--- src/console_line_editor_top_defines.svh ---
// assertion macros for the console line editor top level
// expects clk and rst_n in the scope of each use
`ifndef CONSOLE_LINE_EDITOR_TOP_DEFINES_SVH
`define CONSOLE_LINE_EDITOR_TOP_DEFINES_SVH

// condition holds in the same cycle as the trigger
`define CLE_ASSERT_SAME(label, pre, post) \
  label: assert property (@(posedge clk) disable iff (!rst_n) (pre) |-> (post)) \
    else $error("console line editor check failed");

// condition holds in the cycle after the trigger
`define CLE_ASSERT_NEXT(label, pre, post) \
  label: assert property (@(posedge clk) disable iff (!rst_n) (pre) |=> (post)) \
    else $error("console line editor check failed");

`endif

--- src/cle_pkg.sv ---
// shared types, character codes and key decode functions of the console line editor
// no dependencies
`default_nettype none

package cle_pkg;

  // parameter defaults
  localparam int BUFFER_DEPTH_DEF = 128;
  localparam int READ_LIMIT_DEF   = 32;
  localparam int ESCAPE_LIMIT_DEF = 8;
  localparam int MAX_RESULTS      = 32;

  // character codes
  localparam logic [7:0] CH_BS        = 8'h08;
  localparam logic [7:0] CH_NL        = 8'h0A;
  localparam logic [7:0] CH_CR        = 8'h0D;
  localparam logic [7:0] CH_ESC       = 8'h1B;
  localparam logic [7:0] CH_DEL       = 8'h7F;
  localparam logic [7:0] CH_BEL       = 8'h07;
  localparam logic [7:0] CH_CTRL_D    = 8'h04;
  localparam logic [7:0] CH_CTRL_N    = 8'h0E;
  localparam logic [7:0] CH_CTRL_P    = 8'h10;
  localparam logic [7:0] CH_SPACE     = 8'h20;
  localparam logic [7:0] CH_TILDE     = 8'h7E;
  localparam logic [7:0] CH_BACKSLASH = 8'h5C;
  localparam logic [7:0] CH_UPPER_O   = 8'h4F;
  localparam logic [7:0] CH_LOWER_C   = 8'h63;
  localparam logic [7:0] CH_DOLLAR    = 8'h24;
  localparam logic [7:0] CH_GT        = 8'h3E;

  // result kinds
  localparam logic [1:0] KIND_ECHO   = 2'd0;
  localparam logic [1:0] KIND_READ   = 2'd1;
  localparam logic [1:0] KIND_STATUS = 2'd2;

  typedef struct packed {
    logic       req_type;
    logic [7:0] key_byte;
    logic [5:0] read_max;
  } in_item_t;

  typedef struct packed {
    logic [1:0] out_kind;
    logic [7:0] out_byte;
    logic       last;
    logic       read_empty;
    logic       buffer_full;
    logic       line_ready;
    logic       dump_request;
  } out_item_t;

  // controller to datapath
  typedef struct packed {
    logic       load;
    logic       fetch;
    logic       exec;
    logic       rfetch;
    logic       emit_q;
    logic       emit_rd;
    logic [1:0] step_idx;
  } cle_cmd_t;

  // datapath to controller
  typedef struct packed {
    logic       rd_go;
    logic [1:0] nsteps;
    logic       q_empty;
    logic       q_last;
    logic       rd_last;
    logic       out_free;
  } cle_stat_t;

  // number of editing steps a key byte runs
  function automatic logic [1:0] key_steps(input logic [7:0] key);
    logic [1:0] n;
    n = 2'd0;
    if (key == CH_ESC) begin
      n = 2'd1;
    end else if (key == CH_DEL) begin
      n = 2'd3;
    end else if (key == CH_CR || key == CH_NL) begin
      n = 2'd1;
    end else if (key >= CH_SPACE && key <= CH_TILDE) begin
      n = 2'd1;
    end else if (key == CH_CTRL_D) begin
      n = 2'd1;
    end
    return n;
  endfunction

  // character handled by one editing step
  function automatic logic [7:0] step_char(input logic [7:0] key, input logic [1:0] idx);
    logic [7:0] ch;
    ch = key;
    if (key == CH_DEL) begin
      ch = (idx == 2'd1) ? CH_SPACE : CH_BS;
    end else if (key == CH_CR || key == CH_NL) begin
      ch = CH_NL;
    end
    return ch;
  endfunction

  // bytes that close an escape sequence
  function automatic logic ends_escape(input logic [7:0] ch);
    logic letter;
    letter = (ch >= 8'h61 && ch <= 8'h7A) || (ch >= 8'h41 && ch <= 8'h5A);
    return (ch == CH_TILDE) || (ch == CH_BEL) || (ch == CH_BACKSLASH) ||
           ((ch != CH_UPPER_O) && letter);
  endfunction

endpackage

`default_nettype wire

--- src/console_line_editor_top.sv ---
// Console line editor. One beat in is a key byte (req_type 0) or a read request
// (req_type 1); each input yields one or more result beats, the final one with
// last set. Flags are the same on every beat of one input.
// Key bytes: each editing step is a fetch of the newest stored byte, then an
// execute; one step for most keys and three for DEL, then echo beats drain at
// one per cycle while out_stall allows; a key with no editing step gives one
// status-only beat, but Ctrl-N gives four echo beats with no editing steps.
// Reads: each data byte is a registered read of the line store, then the output
// register; up to min(read_max, READ_LIMIT, MAX_RESULTS) bytes, fewer if the line runs out.
// Only one input is worked on at a time; in_stall is low only between inputs,
// and the next input can be taken while the last result beat still waits.
// Reset (rst_n low, synchronous) empties the ring and leaves discard mode; the
// line store itself needs no clearing. When out_stall is high the pending beat
// holds and the editor waits before producing the next one.
// depends on cle_pkg, cle_ctrl, cle_datapath and the defines header
`default_nettype none
`include "console_line_editor_top_defines.svh"

module console_line_editor_top #(
  parameter int BUFFER_DEPTH = cle_pkg::BUFFER_DEPTH_DEF,
  parameter int READ_LIMIT   = cle_pkg::READ_LIMIT_DEF,
  parameter int ESCAPE_LIMIT = cle_pkg::ESCAPE_LIMIT_DEF
) (
  input  wire logic              clk,
  input  wire logic              rst_n,
  input  wire logic              in_valid,
  output logic                   in_stall,
  input  cle_pkg::in_item_t      in_data,
  output logic                   out_valid,
  input  wire logic              out_stall,
  output cle_pkg::out_item_t     out_data
);

  cle_pkg::cle_cmd_t  cmd;
  cle_pkg::cle_stat_t stat;

  cle_ctrl u_ctrl (
    .clk      (clk),
    .rst_n    (rst_n),
    .in_valid (in_valid),
    .in_stall (in_stall),
    .stat     (stat),
    .cmd      (cmd)
  );

  cle_datapath #(
    .BUFFER_DEPTH (BUFFER_DEPTH),
    .READ_LIMIT   (READ_LIMIT),
    .ESCAPE_LIMIT (ESCAPE_LIMIT)
  ) u_datapath (
    .clk       (clk),
    .rst_n     (rst_n),
    .in_data   (in_data),
    .cmd       (cmd),
    .stat      (stat),
    .out_valid (out_valid),
    .out_stall (out_stall),
    .out_data  (out_data)
  );

  // an accepted input always makes the controller busy in the next cycle
  `CLE_ASSERT_NEXT(a_accept_goes_busy, in_valid && !in_stall, in_stall)
  // a stalled result beat stays valid and unchanged
  `CLE_ASSERT_NEXT(a_out_holds, out_valid && out_stall, out_valid && $stable(out_data))
  // read data beats never carry the empty or full flags
  `CLE_ASSERT_SAME(a_read_flags_clean, out_valid && (out_data.out_kind == cle_pkg::KIND_READ),
                   !out_data.read_empty && !out_data.buffer_full)

endmodule

`default_nettype wire

--- src/cle_ctrl.sv ---
// sequencing state machine of the console line editor
// depends on cle_pkg for the command and status structs
`default_nettype none

module cle_ctrl (
  input  wire logic              clk,
  input  wire logic              rst_n,
  input  wire logic              in_valid,
  output logic                   in_stall,
  input  cle_pkg::cle_stat_t     stat,
  output cle_pkg::cle_cmd_t      cmd
);

  localparam logic [2:0] ST_IDLE   = 3'd0;
  localparam logic [2:0] ST_FETCH  = 3'd1;
  localparam logic [2:0] ST_EXEC   = 3'd2;
  localparam logic [2:0] ST_DRAIN  = 3'd3;
  localparam logic [2:0] ST_RFETCH = 3'd4;
  localparam logic [2:0] ST_RSEND  = 3'd5;

  logic [2:0] state_r, state_nxt;
  logic [1:0] idx_r, idx_nxt;
  logic [1:0] nsteps_r, nsteps_nxt;

  assign in_stall = (state_r != ST_IDLE);

  // next state and commands
  always_comb begin
    state_nxt    = state_r;
    idx_nxt      = idx_r;
    nsteps_nxt   = nsteps_r;
    cmd          = '0;
    cmd.step_idx = idx_r;
    case (state_r)
      ST_IDLE: begin
        if (in_valid) begin
          cmd.load = 1'b1;
          idx_nxt  = 2'd0;
          if (stat.rd_go) begin
            state_nxt = ST_RFETCH;
          end else if (stat.nsteps != 2'd0) begin
            nsteps_nxt = stat.nsteps;
            state_nxt  = ST_FETCH;
          end else begin
            state_nxt = ST_DRAIN;
          end
        end
      end
      ST_FETCH: begin
        cmd.fetch = 1'b1;
        state_nxt = ST_EXEC;
      end
      ST_EXEC: begin
        cmd.exec = 1'b1;
        if (idx_r == nsteps_r - 2'd1) begin
          state_nxt = ST_DRAIN;
        end else begin
          idx_nxt   = idx_r + 2'd1;
          state_nxt = ST_FETCH;
        end
      end
      ST_DRAIN: begin
        if (stat.out_free) begin
          cmd.emit_q = 1'b1;
          if (stat.q_empty || stat.q_last) begin
            state_nxt = ST_IDLE;
          end
        end
      end
      ST_RFETCH: begin
        cmd.rfetch = 1'b1;
        state_nxt  = ST_RSEND;
      end
      ST_RSEND: begin
        if (stat.out_free) begin
          cmd.emit_rd = 1'b1;
          state_nxt   = stat.rd_last ? ST_IDLE : ST_RFETCH;
        end
      end
      default: begin
        state_nxt = ST_IDLE;
      end
    endcase
  end

  always_ff @(posedge clk) begin
    if (!rst_n) begin
      state_r  <= ST_IDLE;
      idx_r    <= 2'd0;
      nsteps_r <= 2'd0;
    end else begin
      state_r  <= state_nxt;
      idx_r    <= idx_nxt;
      nsteps_r <= nsteps_nxt;
    end
  end

endmodule

`default_nettype wire

--- src/cle_datapath.sv ---
// line store, ring indices, escape tracking, echo queue and output register
// depends on cle_pkg; driven by cle_ctrl commands
`default_nettype none

module cle_datapath #(
  parameter int BUFFER_DEPTH = cle_pkg::BUFFER_DEPTH_DEF,
  parameter int READ_LIMIT   = cle_pkg::READ_LIMIT_DEF,
  parameter int ESCAPE_LIMIT = cle_pkg::ESCAPE_LIMIT_DEF
) (
  input  wire logic              clk,
  input  wire logic              rst_n,
  input  cle_pkg::in_item_t      in_data,
  input  cle_pkg::cle_cmd_t      cmd,
  output cle_pkg::cle_stat_t     stat,
  output logic                   out_valid,
  input  wire logic              out_stall,
  output cle_pkg::out_item_t     out_data
);

  localparam int AW = $clog2(BUFFER_DEPTH);
  localparam int CW = $clog2(ESCAPE_LIMIT + 1);
  localparam int RL = (READ_LIMIT < cle_pkg::MAX_RESULTS) ? READ_LIMIT : cle_pkg::MAX_RESULTS;
  localparam logic [AW-1:0] LAST_IDX = AW'(BUFFER_DEPTH - 1);

  logic [7:0]    line_store [BUFFER_DEPTH];
  logic [7:0]    rdata_r;

  logic [AW-1:0] w_r, w_nxt;
  logic [AW-1:0] r_r, r_nxt;
  logic          esc_r, esc_nxt;
  logic [CW-1:0] cnt_r, cnt_nxt;
  logic          full_r, full_nxt;
  logic [2:0]    q_cnt_r, q_cnt_nxt;
  logic [1:0]    q_ptr_r;
  logic [7:0]    q_byte_r [4];

  logic [7:0]    key_r;
  logic          line_r, dump_r, empty_r;
  logic [5:0]    lim_r, n_r;
  logic          rd_last_r;

  logic                 out_valid_r;
  cle_pkg::out_item_t   out_r;

  logic [AW-1:0] prev_w, next_w, next_r;
  logic          buf_empty;
  logic [7:0]    ch;
  logic [CW-1:0] cnt_inc;
  logic          push, we;
  logic [5:0]    lim_in;
  logic [5:0]    n_inc;
  logic          out_free;
  logic          clear_key;

  // ring index arithmetic
  assign prev_w    = (w_r == '0) ? LAST_IDX : w_r - 1'b1;
  assign next_w    = (w_r == LAST_IDX) ? '0 : w_r + 1'b1;
  assign next_r    = (r_r == LAST_IDX) ? '0 : r_r + 1'b1;
  assign buf_empty = (w_r == r_r);
  assign ch        = cle_pkg::step_char(key_r, cmd.step_idx);
  assign cnt_inc   = cnt_r + 1'b1;
  assign n_inc     = n_r + 6'd1;
  assign lim_in    = (in_data.read_max > 6'(RL)) ? 6'(RL) : in_data.read_max;
  assign out_free  = !out_valid_r || !out_stall;
  assign clear_key = !in_data.req_type && (in_data.key_byte == cle_pkg::CH_CTRL_N);

  // status to the controller
  assign stat.rd_go    = in_data.req_type && !buf_empty && (lim_in != 6'd0);
  assign stat.nsteps   = in_data.req_type ? 2'd0 : cle_pkg::key_steps(in_data.key_byte);
  assign stat.q_empty  = (q_cnt_r == 3'd0);
  assign stat.q_last   = (3'(q_ptr_r) + 3'd1 == q_cnt_r);
  assign stat.rd_last  = rd_last_r;
  assign stat.out_free = out_free;

  // one editing step, load and read pointer updates
  always_comb begin
    w_nxt     = w_r;
    r_nxt     = r_r;
    esc_nxt   = esc_r;
    cnt_nxt   = cnt_r;
    full_nxt  = full_r;
    q_cnt_nxt = q_cnt_r;
    push      = 1'b0;
    we        = 1'b0;
    if (cmd.load) begin
      full_nxt  = 1'b0;
      q_cnt_nxt = 3'd0;
      if (clear_key) begin
        w_nxt     = '0;
        r_nxt     = '0;
        esc_nxt   = 1'b0;
        cnt_nxt   = '0;
        q_cnt_nxt = 3'd4;
      end
    end
    if (cmd.exec) begin
      if (esc_r) begin
        // discard mode swallows the byte
        if (cle_pkg::ends_escape(ch) || (cnt_inc >= CW'(ESCAPE_LIMIT))) begin
          esc_nxt = 1'b0;
          cnt_nxt = '0;
        end else begin
          cnt_nxt = cnt_inc;
        end
      end else if (ch == cle_pkg::CH_BS) begin
        // never erase past a newline or an empty buffer
        if (!buf_empty && (rdata_r != cle_pkg::CH_NL)) begin
          w_nxt = prev_w;
          push  = 1'b1;
        end
      end else if (ch == cle_pkg::CH_ESC) begin
        esc_nxt = 1'b1;
        cnt_nxt = CW'(1);
      end else if (next_w == r_r) begin
        full_nxt = 1'b1;
      end else begin
        we    = 1'b1;
        w_nxt = next_w;
        push  = 1'b1;
      end
      if (push) begin
        q_cnt_nxt = q_cnt_r + 3'd1;
      end
    end
    if (cmd.rfetch) begin
      r_nxt = next_r;
    end
  end

  // line store, one write and one registered read port
  always_ff @(posedge clk) begin
    if (we) begin
      line_store[w_r] <= ch;
    end
    if (cmd.fetch) begin
      rdata_r <= line_store[prev_w];
    end else if (cmd.rfetch) begin
      rdata_r <= line_store[r_r];
    end
  end

  // control state
  always_ff @(posedge clk) begin
    if (!rst_n) begin
      w_r         <= '0;
      r_r         <= '0;
      esc_r       <= 1'b0;
      cnt_r       <= '0;
      q_cnt_r     <= 3'd0;
      q_ptr_r     <= 2'd0;
      out_valid_r <= 1'b0;
    end else begin
      w_r     <= w_nxt;
      r_r     <= r_nxt;
      esc_r   <= esc_nxt;
      cnt_r   <= cnt_nxt;
      q_cnt_r <= q_cnt_nxt;
      if (cmd.load) begin
        q_ptr_r <= 2'd0;
      end else if (cmd.emit_q) begin
        q_ptr_r <= q_ptr_r + 2'd1;
      end
      if (cmd.emit_q || cmd.emit_rd) begin
        out_valid_r <= 1'b1;
      end else if (!out_stall) begin
        out_valid_r <= 1'b0;
      end
    end
  end

  // item fields, echo queue and output beat
  always_ff @(posedge clk) begin
    full_r <= full_nxt;
    if (cmd.load) begin
      key_r   <= in_data.key_byte;
      line_r  <= !in_data.req_type && ((in_data.key_byte == cle_pkg::CH_CR) ||
                 (in_data.key_byte == cle_pkg::CH_NL) ||
                 (in_data.key_byte == cle_pkg::CH_CTRL_D));
      dump_r  <= !in_data.req_type && (in_data.key_byte == cle_pkg::CH_CTRL_P);
      empty_r <= in_data.req_type && buf_empty;
      lim_r   <= lim_in;
      n_r     <= 6'd0;
      if (clear_key) begin
        q_byte_r[0] <= cle_pkg::CH_ESC;
        q_byte_r[1] <= cle_pkg::CH_LOWER_C;
        q_byte_r[2] <= cle_pkg::CH_DOLLAR;
        q_byte_r[3] <= cle_pkg::CH_GT;
      end
    end
    if (push) begin
      q_byte_r[q_cnt_r[1:0]] <= ch;
    end
    if (cmd.rfetch) begin
      n_r       <= n_inc;
      rd_last_r <= (n_inc == lim_r) || (next_r == w_r);
    end
    if (cmd.emit_q) begin
      out_r.out_kind <= stat.q_empty ? cle_pkg::KIND_STATUS : cle_pkg::KIND_ECHO;
      out_r.out_byte <= stat.q_empty ? 8'h00 : q_byte_r[q_ptr_r];
      out_r.last     <= stat.q_empty || stat.q_last;
    end else if (cmd.emit_rd) begin
      out_r.out_kind <= cle_pkg::KIND_READ;
      out_r.out_byte <= rdata_r;
      out_r.last     <= rd_last_r;
    end
    if (cmd.emit_q || cmd.emit_rd) begin
      out_r.read_empty   <= empty_r;
      out_r.buffer_full  <= full_r;
      out_r.line_ready   <= line_r;
      out_r.dump_request <= dump_r;
    end
  end

  assign out_valid = out_valid_r;
  assign out_data  = out_r;

endmodule

`default_nettype wire
--- config.mk ---
export PLATFORM = sky130hd
export DESIGN_NAME = console_line_editor_top
export DESIGN_NICKNAME = d
export VERILOG_FILES = /design/src/cle_pkg.sv /design/src/console_line_editor_top.sv /design/src/cle_ctrl.sv /design/src/cle_datapath.sv
export VERILOG_INCLUDE_DIRS = /design/src /design/src/src
export SDC_FILE = /design/constraint.sdc
export NUM_CORES = 2
export LEC_CHECK = 0
export CAP_MARGIN = 5
export CORE_MARGIN = 1.5
export CORE_UTILIZATION = 40
export DETAILED_ROUTE_END_ITERATION = 12
export DONT_BUFFER_PORTS = 1
export GPL_ROUTABILITY_DRIVEN = 0
export SLEW_MARGIN = 30
export SYNTH_ARGS = -nofsm -noshare
export SYNTH_HDL_FRONTEND = slang
export SYNTH_SLANG_ARGS = --single-unit
--- constraint.sdc ---
create_clock -name clk -period 10.1 [get_ports clk]
set_input_delay 1.515 -clock clk [delete_from_list [all_inputs] [get_ports clk]]
set_output_delay 1.515 -clock clk [all_outputs]
set_load 0.02 [all_outputs]
# ---- Word-level counts from Yosys, hierarchy flattened
# Memory sizes are Yosys's and may differ from the RTL's. A register that Yosys moved wholly into a read port is not among the register bits.
# Cells that the tools add are included.
dict set report totals {
  reg_bits 80
  latch_bits 0
  ramBits 1056
  mem_bits_ro 0
  in_bits 19
  output_inout_bits 17
  elab_cells 231
  memories 2
}
# name words width rd rd_clocked_by_memory_dff wr line
set mem_list {}
lappend mem_list {u_datapath.line_store 128 8 2 1 1 cle_datapath.sv:25} ;# logic [7:0] line_store [BUFFER_DEPTH];
lappend mem_list {u_datapath.q_byte_r 4 8 1 1 4 cle_datapath.sv:35} ;# logic [7:0] q_byte_r [4];
dict set report op_classes {
  addsub 10
  mul 0
  n_div 0
  order_cmp 8
  eq_ne 37
  shift 0
  n_mux 102
  n_bitwise 2
  n_reduce_logical 44
}
# operator count
set op_table {}
lappend op_table {{$mux 7} 16}
lappend op_table {{$eq 8x4->1 const B} 6}
lappend op_table {{$mux 8} 6}
lappend op_table {{$mux 1} 42}
lappend op_table {{$eq 8x7->1 const B} 4}
lappend op_table {{$mux 3} 10}
lappend op_table {{$mux 4} 7}
lappend op_table {{$mux 2} 13}
lappend op_table {{$eq 8x5->1 const B} 3}
lappend op_table {{$le 8x7->1 const B} 3}
lappend op_table {{$mux 6} 4}
lappend op_table {{$mux 11} 2}
lappend op_table {{$eq 7x7->1} 3}
lappend op_table {{$pmux 3 s6} 1}
lappend op_table {{$eq 8x3->1 const B} 2}
lappend op_table {{$ge 8x7->1 const B} 2}
lappend op_table {{$add 7x1->7 const B} 2}
lappend op_table {{$eq 7x7->1 const B} 2}
lappend op_table {{$logic_or 1x1->1} 12}
lappend op_table {{$reduce_bool 2->1} 6}
lappend op_table {{$logic_and 1x1->1} 11}
lappend op_table {{$ge 8x6->1 const B} 1}
lappend op_table {{$ne 2x1->1 const B} 4}
lappend op_table {{$ne 8x4->1 const B} 1}
lappend op_table {{other kinds (30)} 40}

# ---- Longest topological paths before layout
dict set report logic_depth {
  word_depth 14
  depth_mapped 15
  depth_no_buf 10
}

# ---- By module
# Synthesis repeated with hierarchy kept, for this count alone.
dict set report unflattened {
  cells_unflattened 3983
  hier_area_um2 54805.1
}
# module n_inst cells_per_inst area_each_um2 seq_area_each_um2
set modules_own_cells {}
lappend modules_own_cells {cle_datapath 1 3920 54305.8 33822.4}
lappend modules_own_cells {cle_ctrl 1 63 499.2 140.1}

# ---- Worst setup path before layout
# No wires, ideal clock.
dict set report synth_timing {
  kind {input-to-reg}
  startpoint {input in_data[14] (netlist bit)}
  endpoint {memory u_datapath.q_byte_r[3][0], enable pin}
  setup_time_ns 0.387
  arrival_ns 3.066
  t_required_ns 9.713
  path_slack_ns 6.647
  cell_stages 7
  path_buffers 2
  path_cell_list {nor2_1 > nand2_1 > or2_2 > or4_1 > clkbuf_1 > clkbuf_1 > o31ai_1}
}
# element line
set synth_lines {}
lappend synth_lines {{start, declared} console_line_editor_top.sv:28} ;# input cle_pkg::in_item_t in_data,
lappend synth_lines {{end, declared} cle_datapath.sv:35}

# ---- Worst setup path after layout
dict set report layout_timing {
  startpoint {register u_datapath.w_r[1]}
  endpoint {register u_datapath.rdata_r[3] (data pin)}
}
dict set report layout_between {
  elab_chain_cells 4
  elab_cells_between_ends 5
  classes_between {add/sub: 1; mux: 2; reduce/logical: 1; memory: 1}
}
# element line
set layout_lines {}
lappend layout_lines {{start, declared} cle_datapath.sv:28} ;# logic [AW-1:0] w_r, w_nxt;
lappend layout_lines {{start signal, assigned} cle_datapath.sv:153} ;# w_r <= w_nxt;
lappend layout_lines {{$sub 7x1->7 or $logic_not 7->1 (tied branches)} cle_datapath.sv:56} ;# assign prev_w = (w_r == '0) ? LAST_IDX : w_r - 1'b1;
lappend layout_lines {{$mux 7 (*)} cle_datapath.sv:56}
lappend layout_lines {{$mem_v2 128x8 (*)} n/a}
lappend layout_lines {{$mux 8 (*)} cle_datapath.sv:135} ;# if (cmd.fetch) begin
lappend layout_lines {{end signal, assigned} cle_datapath.sv:136} ;# rdata_r <= line_store[prev_w];
lappend layout_lines {{end signal, assigned} cle_datapath.sv:138} ;# rdata_r <= line_store[r_r];
lappend layout_lines {{end, declared} cle_datapath.sv:26} ;# logic [7:0] rdata_r;
# Every way passes the cells marked *; elsewhere a longest branch is shown, timed or not.
# A chain may end at the register's enable or synchronous reset.

==> results.sh <==
export IMPL_drt_iter0_markers=5109
export IMPL_synth_main_ff_cell="edfxtp_1"
export IMPL_finalWirelength_mm=178.5
export IMPL_p_total_mw=16.03
export IMPL_hp_class="reg2reg"
export IMPL_p_per_area_nw_per_um2=267.2
export IMPL_vdd_drop_max_mv=0.4799
export IMPL_ys_types=74
export IMPL_rsz0062_at_grt="false"
export IMPL_io_buffers=0
export IMPL_post_route_min_period_ns=5.392
export IMPL_postCtsSetupRepairBufs=0
export IMPL_clock_skew_ns=0.04592
export IMPL_synthCells=3813
export IMPL_crit_top_cell="buf_12"
export IMPL_finalNonFillerCells=5603
export IMPL_grt_pass1_vias=34520
export IMPL_cp_max_fo=113
export IMPL_placeableCoreArea_sq_um=135100
export IMPL_cp_top_family="buffers and inverters"
export IMPL_syn_nets=3841
export IMPL_tightest_slew_ns=1.148
export IMPL_worstPathBufferInverterCount=4
export IMPL_synth_area_leaders="edfxtp_1 (61%), mux4_2 (10%), mux2i_1 (7.4%)"
export IMPL_post_synth_top_count_cell="edfxtp_1"
export IMPL_h_tree_depth=3
export IMPL_crit_type="reg2reg"
export IMPL_grt_antenna_before_repair=3
export IMPL_ff2ff_setup_slack_ns=4.71
export IMPL_cts_hold_buf=0
export IMPL_tns_ns=0
export IMPL_drc=0
export IMPL_die_height_microns=371.5
export IMPL_via_count=36180
export IMPL_yosys_register_bits=1145
export IMPL_final_nets=3751
export IMPL_path_cells="inv_1 -> ha_1 -> nor4b_4 -> a21oi_4 -> buf_12 -> buf_12 -> buf_16 -> mux2i_1 -> o22ai_1 -> o21ai_0 -> a21oi_1 -> nor4_2 -> o2111ai_1"
export IMPL_endpoint_kind="flop"
export IMPL_fp_row_count=135
export IMPL_slew_headroom=0.2269
export IMPL_drt_wirelength_per_cell_microns=31.86
export IMPL_synth_top_area_share=0.6098
export IMPL_syn_avg_cell_area_sq_um=14.25
export IMPL_hold_viol=0
export IMPL_holdWs_ns=0.4323
export IMPL_cts_root_buf="clkbuf_16"
export IMPL_yosysWarnings=0
export IMPL_dr_pass1_iters=6
export IMPL_place_inst=5385
export IMPL_clock_path_buffers=3
export IMPL_drtAntennaViolNets=0
export IMPL_fp_dieW_microns=371.5
export IMPL_top_level_ports=36
export IMPL_die_area_sq_um=138000
export IMPL_min_period_over_period=0.5339
export IMPL_yosysSeqAreaShare=0.6252
export IMPL_crit_arrival_ns=5.83
export IMPL_final_util=0.4439
export IMPL_p_leak_nw=17.72
export IMPL_grt_use_total=0.2548
export IMPL_worst_r2r_cell_count=13
export IMPL_start_util=0.4020
export IMPL_post_cts_resized=0
export IMPL_via_per_inst=6.458
export IMPL_clk_latency_ns=0.76
export IMPL_outcome="finished clean"
export IMPL_cts_sinks=1145
export IMPL_synth_async_reset_ratio=0
export IMPL_slew_viol_final=0
export IMPL_timing_fmax_mhz=185.5
export IMPL_numCtsBuffers=115
export IMPL_finalSetupViolCount=0
export IMPL_yosys_top_cells_count="edfxtp_1 (1103), nand2_1 (446), mux2i_1 (403)"
export IMPL_clkTransAtPathRegs_ns=0.07
export IMPL_grt_max_degree=161
export IMPL_area_delta_synth_final_pct=10.42
export IMPL_cp_startpoint="u_datapath.w_r[1]$_SDFF_PN0_"
export IMPL_cts_tree="yes"
export IMPL_synth_area_sq_um=54320
export IMPL_critPathRequiredTime_ns=10.54
export IMPL_worst_r2r_startpoint="u_datapath.w_r[1]$_SDFF_PN0_"
export IMPL_maxCapViolCount=0
export IMPL_critPathLaunchType="flop"
export IMPL_grt_pass1_wl_mm=254.0
export IMPL_overflow=0
export IMPL_critPathCapture="u_datapath.rdata_r[3]$_DFFE_PP_"
export IMPL_synth_top_cell_by_area="edfxtp_1"
export IMPL_drive_gt1_frac=0.1447
export IMPL_synth_edf_count=1103
export IMPL_r2r_end="u_datapath.rdata_r[3]$_DFFE_PP_"
export IMPL_cp_depth=13
export IMPL_cp_slowest_stage_delay_ns=0.84
export IMPL_critical_path_slowest_cell="nor4_2"
export IMPL_dp_hpwl_mm=113.7
-- per-stage QoR --
step,area [sq um],setup slack [ns]
3_3_place_gp,56000,4.768
4_1_cts,59920,4.876
5_1_grt,59980,4.668
3_5_place_dp,56060,4.900
6_report,59980,4.708
2_1_floorplan,54320,6.648
-- worst register-to-register path: cells and delay by family (launching register included) --
family | cells | cell delay [ns]
simple gates | 2 | 1.04
buf+inv | 4 | 1.78
compound gates | 5 | 1.00
mux | 1 | 0.38
flops | 1 | 0.57
fa+ha+maj | 1 | 0.31
-- flip-flops by register name, indices dropped and copies added, names as in the netlist, 3 cells and up, named ones only --
signal                 flops
u_datapath.q_cnt_r         3
u_datapath.q_byte_r       32
u_datapath.r_r             7
u_datapath.lim_r           6
u_datapath.n_r             6
u_datapath.line_store   1024
u_datapath.out_data       15
u_datapath.key_r           8
u_datapath.w_r             7
u_ctrl.state_r             3
u_datapath.rdata_r         8
u_datapath.cnt_r           4
-- metal layers --
layer  vias to the layer above  share of wire  track usage  routed length (microns)
li1                      14980              -            -                        -
met1                     18510           0.39       0.3432                    69840
met2                      2285           0.45       0.3868                    79810
met3                       401           0.10      0.05559                    18710
met4                         4          0.057       0.1341                    10110
met5                         -        0.00015            0                       27
-- worst min-delay path by stage --
stage / from / end / slack (ns) / cells after the start
after floorplan: u_datapath.dump_r$_DFFE_PP_ / u_datapath.out_data[0]$_DFFE_PP_ / 0.40 / 0
after global placement: u_datapath.empty_r$_DFFE_PP_ / u_datapath.out_data[3]$_DFFE_PP_ / 0.40 / 0
after detailed placement: u_datapath.line_r$_DFFE_PP_ / u_datapath.out_data[1]$_DFFE_PP_ / 0.41 / 0
after CTS: u_datapath.empty_r$_DFFE_PP_ / u_datapath.out_data[3]$_DFFE_PP_ / 0.43 / 0
after global routing: u_datapath.dump_r$_DFFE_PP_ / u_datapath.out_data[0]$_DFFE_PP_ / 0.44 / 0
final: u_datapath.empty_r$_DFFE_PP_ / u_datapath.out_data[3]$_DFFE_PP_ / 0.43 / 0
-- cells by family (layout without fill, tap and decap cells) --
| kind of cell | after synthesis | count (layout) | share of synthesized area |
|---|---|---|---|
| other | 0 | 1 | 0 |
| xor gates and xnor gates | 40 | 40 | 0.006449 |
| AOI/OAI and AO/OA | 719 | 719 | 0.08426 |
| muxes | 659 | 659 | 0.1787 |
| adders and majority gates | 9 | 9 | 0.002073 |
| DFF | 1145 | 1145 | 0.6252 |
| buffers and inverters | 313 | 321 | 0.02628 |
| and+or+nand+nor | 928 | 928 | 0.07696 |
-- layout by cell type, fill, tap and decap left out, types with 26 or more instances in the layout --
cell / instances
a22oi_1: 63
o21ai_0: 66
nor2_1: 220
dfxtp_1: 37
nor4_1: 49
buf_4: 61
clkbuf_16: 118
mux2i_1: 403
nand3_1: 37
a22o_1: 33
or4_1: 26
a21oi_1: 221
mux4_2: 248
o22ai_1: 169
nor3_1: 33
nand2_1: 444
o211ai_1: 28
edfxtp_1: 1103
-- area by class of cell --
cell class | count | area [sq um]
fillers | 11870 | 75150
flip-flops and latches | 1145 | 33980
clock buffers | 140 | 3035
repair buffers | 73 | 696.9
well taps | 1781 | 2228
clock inverters | 75 | 823.3
diodes | 1 | 2.502
inverters | 33 | 141.4
multi-input cells | 2355 | 19070
-- power by group --
| part | switching, mW | internal (mW) |
|---|---|---|
| Combinational | 4.25 | 1.50 |
| Sequential | 0.196 | 5.64 |
| Clock | 1.90 | 2.54 |
Note: power is estimated with default switching activity, not from simulation.
